### src/hdl/dac_pkg.sv
// ----------------------------------------------------------------------------
// dac_pkg: shared definitions for the double-array Aho-Corasick scanner
// Operation codes, sequencer states, table control groups and result format.
// ----------------------------------------------------------------------------
package dac_pkg;

  localparam int SlotsDef       = 4096;
  localparam int MaxPatternsDef = 1024;
  localparam int MaxRunDef      = 64;

  // Slot numbers are carried wide enough for the largest double array.
  localparam int SlotW = 14;

  localparam logic [SlotW-1:0] RootSlot  = SlotW'(1);
  localparam logic [10:0]      NoPattern = 11'h7FF;
  localparam logic [15:0]      NoneValue = 16'hFFFF;

  localparam logic [7:0] ChUpperA = 8'h41;
  localparam logic [7:0] ChUpperZ = 8'h5A;
  localparam logic [7:0] ChLowerA = 8'h61;

  localparam logic [1:0] CfgCaseFold = 2'd0;
  localparam logic [1:0] CfgPatterns = 2'd1;
  localparam logic [1:0] CfgSlots    = 2'd2;

  typedef enum logic [3:0] {
    OpScan   = 4'd0,
    OpBase   = 4'd1,
    OpCheck  = 4'd2,
    OpFail   = 4'd3,
    OpOutput = 4'd4,
    OpSuffix = 4'd5,
    OpNext   = 4'd6,
    OpLength = 4'd7,
    OpKind   = 4'd8
  } op_e;

  typedef enum logic [3:0] {
    StIdle,
    StEdgeBase,
    StEdgeTarget,
    StEdgeCheck,
    StOutSlot,
    StOutHead,
    StOutPat,
    StOutLen,
    StFinish
  } state_e;

  typedef struct packed {
    logic base;
    logic check;
    logic fail;
    logic outp;
    logic suffix;
    logic nxt;
    logic len;
    logic kind;
  } tbl_we_t;

  typedef struct packed {
    logic slot;
    logic chk;
    logic pat;
  } tbl_re_t;

  typedef struct packed {
    logic [15:0] kind;
    logic [31:0] stop;
    logic [31:0] start;
    logic [9:0]  id;
  } match_t;

endpackage

### src/hdl/dac_out_buf.sv
// ----------------------------------------------------------------------------
// dac_out_buf: match output register
// Holds one match request for the downstream side of the stream.
// ----------------------------------------------------------------------------
module dac_out_buf (
  input  logic            clk_i,
  input  logic            rst_ni,
  input  logic            push_i,
  input  dac_pkg::match_t data_i,
  input  logic            last_i,
  input  logic            ovf_i,
  output logic            ready_o,
  output logic            m_axis_tvalid,
  input  logic            m_axis_tready,
  output logic [95:0]     m_axis_tdata,
  output logic            m_axis_tlast,
  output logic [0:0]      m_axis_tuser
);

  logic            valid_q;
  dac_pkg::match_t data_q;
  logic            last_q;
  logic            ovf_q;

  assign ready_o = !valid_q || m_axis_tready;

  always_ff @(posedge clk_i or negedge rst_ni) begin
    if (!rst_ni) begin
      valid_q <= 1'b0;
    end else if (push_i) begin
      valid_q <= 1'b1;
    end else if (m_axis_tready) begin
      valid_q <= 1'b0;
    end
  end

  always_ff @(posedge clk_i) begin
    if (push_i) begin
      data_q <= data_i;
      last_q <= last_i;
      ovf_q  <= ovf_i;
    end
  end

  assign m_axis_tvalid = valid_q;
  assign m_axis_tdata  = {6'b0, data_q};
  assign m_axis_tlast  = last_q;
  assign m_axis_tuser  = ovf_q;

endmodule

### config.mk
export PLATFORM = sky130hd
export DESIGN_NAME = dac_out_buf
export DESIGN_NICKNAME = d
export VERILOG_FILES = /design/src/hdl/dac_pkg.sv /design/src/hdl/dac_out_buf.sv
export SDC_FILE = /design/constraint.sdc
export NUM_CORES = 1
export LEC_CHECK = 0
export BUFFER_PORTS_ARGS = -buffer_cell sky130_fd_sc_hd__buf_4
export CORE_MARGIN = 1
export CORE_UTILIZATION = 41
export DETAILED_ROUTE_END_ITERATION = 7
export PLACE_DENSITY = 0.77
export SLEW_MARGIN = 20
export SYNTH_ARGS = -nofsm -noshare
export SYNTH_HDL_FRONTEND = slang
export SYNTH_SLANG_ARGS = --single-unit
### constraint.sdc
create_clock -name clk_i -period 0.8 [get_ports clk_i]
set_clock_uncertainty 0.05 [all_clocks]
set_input_delay 0.24 -clock clk_i [delete_from_list [all_inputs] [get_ports clk_i]]
set_output_delay 0.24 -clock clk_i [all_outputs]
set_load 0.05 [all_outputs]
==> flow_summary.yaml, run 1 <==
outcome:
  violations: "negative setup slack"
  outcome: "finished with violations"
layout:
  fill_cells: 403
  diodes: 0
  fin_util_pct: 73.9
  synthToLayoutAreaGrowth_pct: 74.6
  layout_commonest_cell: "buf_4"
  drive_gt1_share_pct: 67.9
  fin_area_mm2: 0.00499
  nets: 406
  layout_common_cells: "102 x buf_4, 92 x edfxtp_1, 92 x buf_6"
pwr:
  p_leak_nw: 2.11
  power_mw: 11.7
  vdd_drop_max_v: 0.00176
  cellPowerDensity_mw_per_mm2: 2350
synthesis:
  yosysWarnings: 0
  synthSimpleGateAreaFrac_pct: 0.788
  synth_compound_area_share_pct: 0
  synth_area_mm2: 0.00286
  synthAdderAreaFrac_pct: 0
  synth_seq_cells: 93
  synth_xor_area_share_pct: 0
  muxShareOfSynthArea_pct: 0
  synth_top_family_by_area: "buffers and inverters"
  synth_area_per_cell_um2: 28.0
  ys_seq_area_share_pct: 97.5
  synth_cell_types: 6
  synthCells: 102
sta:
  fin_crit_ps: 1290
  fin_tns_setup_ps: -36930
  setup_violations: 95
  hold_ws_ps: 14.9
  fmax_ghz: 0.776
  timing.final.crit_share_pct: 161
  rsz0062_at_grt: "yes"
  finalHoldViolations: 0
  worst_slack_ps: -489
  finalMaxSlewViolations: 0
floorplanning:
  dieArea_mm2: 0.00731
  die_w_um: 85.5
  initial_utilization_pct: 42.3
  coreArea_mm2: 0.00676
  die_height_um: 85.5
  rows: 30
  io_pins: 196
placed_design:
  gp_congestion: 0.740
  hpwl_mm: 5.40
  portBuffers: 189
  dpl_cell_area_mm2: 0.00444
setup_path:
  r2r_slack_ps: -10
  cp_num_buf_inv: 1
  startpoint: "m_axis_tvalid$_DFFE_PN0P_"
  path_depth: 2
  cp_slowest_cell: "dfrtp_2"
  cp.required_ps: 510
  cp_slowest_stage_delay_ps: 430
  worstSetupPathType: "flop to output pin"
  regToRegStartpoint: "m_axis_tvalid$_DFFE_PN0P_"
  cp-end-kind: "output pin"
  critPathTopFamily: "flip-flops"
  crit_fanout: 2
  crit_chain: "nand2b_4, buf_8"
  startpoint_type: "flop"
  r2r-end: "m_axis_tvalid$_DFFE_PN0P_"
  reg2reg_depth: 3
  setup.worst_path.end: "ready_o"
  critPathArrivalTime_ps: 1000
routing:
  drt_wl_total_mm: 7.23
  ant_nets: 0
  wl_met1_mm: 2.30
  wl_per_cell_um: 18.3
  highest_layer: "met4"
  dr_wl_met2_mm: 4.03
  vias: 1772
  firstDrtPassIters: 4
  drtIter0Drc: 75
  wl_met3_um: 718
  viasPerCell: 4.49
  drcViolationCount: 0
cts:
  clkLatencyLatePin_ps: 340
  cts.sinks: 93
  clockRootBuffer: "clkbuf_8"
  path_clk_slew_ps: 90
  hold_buffers: 1
  cts.path.max_buffers: 2
  cts_tree: "yes"
  htreeDepth: 3
  cts_inserted_buffers: 9
global_route:
  grt_pass1_wl_mm: 10.6
  grt-ovfl-total: 0
  antenna_found_initial: 0
  first_global_vias: 2009
  grtUsageTotal_pct: 20.7
  grt_start_max_net_pins: 31
hold_path:
  hold_class: "primary input to flop"
run:
  drv_cap: 0
layer usage:
layer / up-vias / global-route usage, %
met5: - / 0
met4: 0 / 10.6
met3: 11 / 8.76
met2: 107 / 36.5
met1: 843 / 21.0
li1: 811 / -
state kept, by name (all words and copies together) (netlist names):
signal	cells
m_axis_tvalid	1
m_axis_tlast	1
m_axis_tuser	1
m_axis_tdata	90
worst min-delay path by stage:
| stage | depth (start not counted) | end | slack, ps | from |
|---|---|---|---|---|
| floorplan | 0 | m_axis_tvalid$_DFFE_PN0P_ | -110 | rst_ni |
| global placement | 1 | m_axis_tvalid$_DFFE_PN0P_ | -30 | rst_ni |
| detailed placement | 1 | m_axis_tvalid$_DFFE_PN0P_ | -30 | rst_ni |
| CTS | 1 | m_axis_tdata[23]$_DFFE_PP_ | 0.6 | data_i[23] |
| global route | 1 | m_axis_tdata[15]$_DFFE_PP_ | -10 | data_i[15] |
| finish | 1 | m_axis_tdata[15]$_DFFE_PP_ | 10 | data_i[15] |
area by class of cell:
class	instances	area (um^2)	share of cell area [%]
timing repair buffer	198	1870	37.4
multi-input combinational	8	45.0	0.902
sequential	93	2790	55.9
clock buffer	10	128	2.56
tap	80	100	2.01
clock inverter	6	63.8	1.28
synthesized netlist by cell type:
cell | n | share of area, %
buf_4 | 6 | 1.6
conb_1 | 1 | 0.13
dfrtp_1 | 1 | 0.88
edfxtp_1 | 92 | 97
nand2b_2 | 1 | 0.31
nand2b_4 | 1 | 0.48
kinds of logic after synthesis:
family,count (synthesis)
other,1
buffers and inverters,6
and+or+nand+nor,2
DFF,93
repair_timing:
action	CTS	global route
setup endpoints to repair	94	95
buffers inserted	0	0
endpoints found under the hold margin	1	49
resized for setup	94	0
gates cloned	0	0
metrics by stage:
step,setup slack (ps),std cells
final,-489,395
after CTS,-502,395
after global placement,-192,378
after floorplan,-204,107
after global routing,-529,395
after detailed placement,-193,378
where the power goes:
group          internal [mW]  switching (mW)
sequential              5.79           0.180
combinational           1.03            1.74
clock                   1.44            1.57
total                   8.26            3.49
Note: power is estimated with default switching activity, not from simulation.
==> run 2, diff against run 1 <==
--- a/config.mk
+++ b/config.mk
@@ -9,7 +9,9 @@
 export CORE_MARGIN = 1
 export CORE_UTILIZATION = 41
 export DETAILED_ROUTE_END_ITERATION = 7
+export GPL_TIMING_DRIVEN = 1
 export PLACE_DENSITY = 0.77
+export SETUP_SLACK_MARGIN = 0.02
 export SLEW_MARGIN = 20
 export SYNTH_ARGS = -nofsm -noshare
 export SYNTH_HDL_FRONTEND = slang
==> run 2 against run 1 <==
Net effect: the run still ends with negative setup slack left; critical endpoint unchanged; power about the same; via count increased by 0.17%; cell count rose by 0.51%; utilization rose by 0.28 points.
==> flow_summary.yaml, run 2 (synthesis results as in run 1) <==
outcome:
  outcome: "finished with violations"
  violations: "negative setup slack"
setup_path:
  cp_num_buf_inv: 1
  critPathArrivalTime_ps: 1010
  reg2reg_depth: 5
  cp.required_ps: 510
  worstSetupPathType: "flop to output pin"
  cp-end-kind: "output pin"
  regToRegStartpoint: "m_axis_tvalid$_DFFE_PN0P_"
  crit_chain: "nand2b_4, buf_8"
  cp_slowest_cell: "dfrtp_2"
  crit_fanout: 2
  critPathTopFamily: "flip-flops"
  startpoint_type: "flop"
  cp_slowest_stage_delay_ps: 430
  r2r_slack_ps: -180
  r2r-end: "m_axis_tvalid$_DFFE_PN0P_"
layout:
  stdcell_count: 397
  synthToLayoutAreaGrowth_pct: 75.3
  layout_commonest_cell: "buf_4"
  drive_gt1_share_pct: 68.1
  nets: 408
  diodes: 0
  fill_cells: 398
  fin_area_mm2: 0.00501
  largest_register_ffs: 90
  layout_common_cells: "103 x buf_4, 93 x buf_6, 92 x edfxtp_1"
global_route:
  grtUsageTotal_pct: 20.8
  grt-ovfl-total: 0
  grt_pass1_wl_mm: 10.6
  first_global_vias: 2002
  grt_start_max_net_pins: 31
  antenna_found_initial: 0
sta:
  finalMaxSlewViolations: 0
  fin_crit_ps: 1300
  fmax_ghz: 0.772
  hold_ws_ps: 14.8
  finalHoldViolations: 0
  setup_violations: 95
  worst_slack_ps: -496
  fin_tns_setup_ps: -37080
  timing.final.crit_share_pct: 162
  rsz0062_at_grt: "yes"
cts:
  hold_buffers: 1
  cts_tree: "yes"
  cts.path.max_buffers: 2
  path_clk_slew_ps: 90
  cts_inserted_buffers: 9
  clockRootBuffer: "clkbuf_8"
  htreeDepth: 3
  cts.sinks: 93
  clkLatencyLatePin_ps: 340
pwr:
  cellPowerDensity_mw_per_mm2: 2350
  vdd_drop_max_v: 0.00181
  p_leak_nw: 2.12
floorplanning:
  coreArea_mm2: 0.00676
  die_w_um: 85.5
  io_pins: 196
  die_height_um: 85.5
  initial_utilization_pct: 42.3
  rows: 30
  dieArea_mm2: 0.00731
placed_design:
  dp_cells: 378
  hpwl_mm: 5.40
  dpl_cell_area_mm2: 0.00444
  dp_slack_ps: -193
  portBuffers: 189
  gp_congestion: 0.740
routing:
  drcViolationCount: 0
  firstDrtPassIters: 4
  highest_layer: "met4"
  wl_per_cell_um: 18.4
  vias: 1775
  drtIter0Drc: 84
  ant_nets: 0
  dr_wl_met2_mm: 3.98
  viasPerCell: 4.47
  wl_met3_um: 740
  drt_wl_total_mm: 7.30
  wl_met1_mm: 2.36
hold_path:
  whs_endpoint: "m_axis_tdata[15]$_DFFE_PP_"
  hp-start: "data_i[15]"
  hold_class: "primary input to flop"
  whs_path_depth: 1
run:
  drv_cap: 0
==> run 2: cell count changes in the layout (fill, tap and decap cells not counted), sizes merged <==
cell / delta
buf: +2
==> run 2: how the worst max path moves through the flow <==
stage	start	end	cells after the start	slack (ps)
global placement	push_i	m_axis_tdata[37]$_DFFE_PP_	2	-190
CTS	m_axis_tvalid$_DFFE_PN0P_	ready_o	2	-500
finish	m_axis_tvalid$_DFFE_PN0P_	ready_o	2	-500
detailed placement	push_i	m_axis_tdata[63]$_DFFE_PP_	2	-190
floorplan	m_axis_tvalid$_DFFE_PN0P_	ready_o	1	-200
global route	m_axis_tvalid$_DFFE_PN0P_	ready_o	2	-530
==> run 2: worst reg2reg max path: stages, from the launching register on <==
cell and delay (ps):
dfrtp_2 430, nand2b_4 80, buf_4 100, buf_4 90
buf_6 80, nand2b_2 40
==> run 2: power breakdown <==
group / internal [mW] / total, mW / switching [mW]
Clock: 1.44 / 3.01 / 1.57
Combinational: 1.04 / 2.78 / 1.74
Sequential: 5.79 / 5.96 / 0.179
==> run 2: cell type report <==
type	instances	area, um^2	share of cell area [%]
clock buffers	10	128	2.55
clock inverters	6	63.8	1.27
multi-input cells	8	45.0	0.899
flip-flops and latches	93	2790	55.7
well taps	80	100	2.00
repair buffers	200	1890	37.6
==> run 2: routing by layer <==
layer	up-vias	GRT usage [%]
met5	-	0
met4	0	11.4
met3	13	8.85
met2	107	36.6
met1	842	20.6
li1	813	-
==> run 2: stage by stage <==
step	util [%]	power, mW
floorplan	-	7.45
global placement	65.7	8.49
detailed placement	65.7	8.54
CTS	74.1	11.8
global route	74.2	12.2
finish	74.2	11.8
==> run 2: repair_timing <==
item | 4_1_cts | 5_1_grt
setup buffers | 1 | 1
gates resized for setup | 95 | 0
endpoints found under the setup margin | 95 | 95
hold endpoints to repair | 1 | 46
pin swaps | 0 | 0
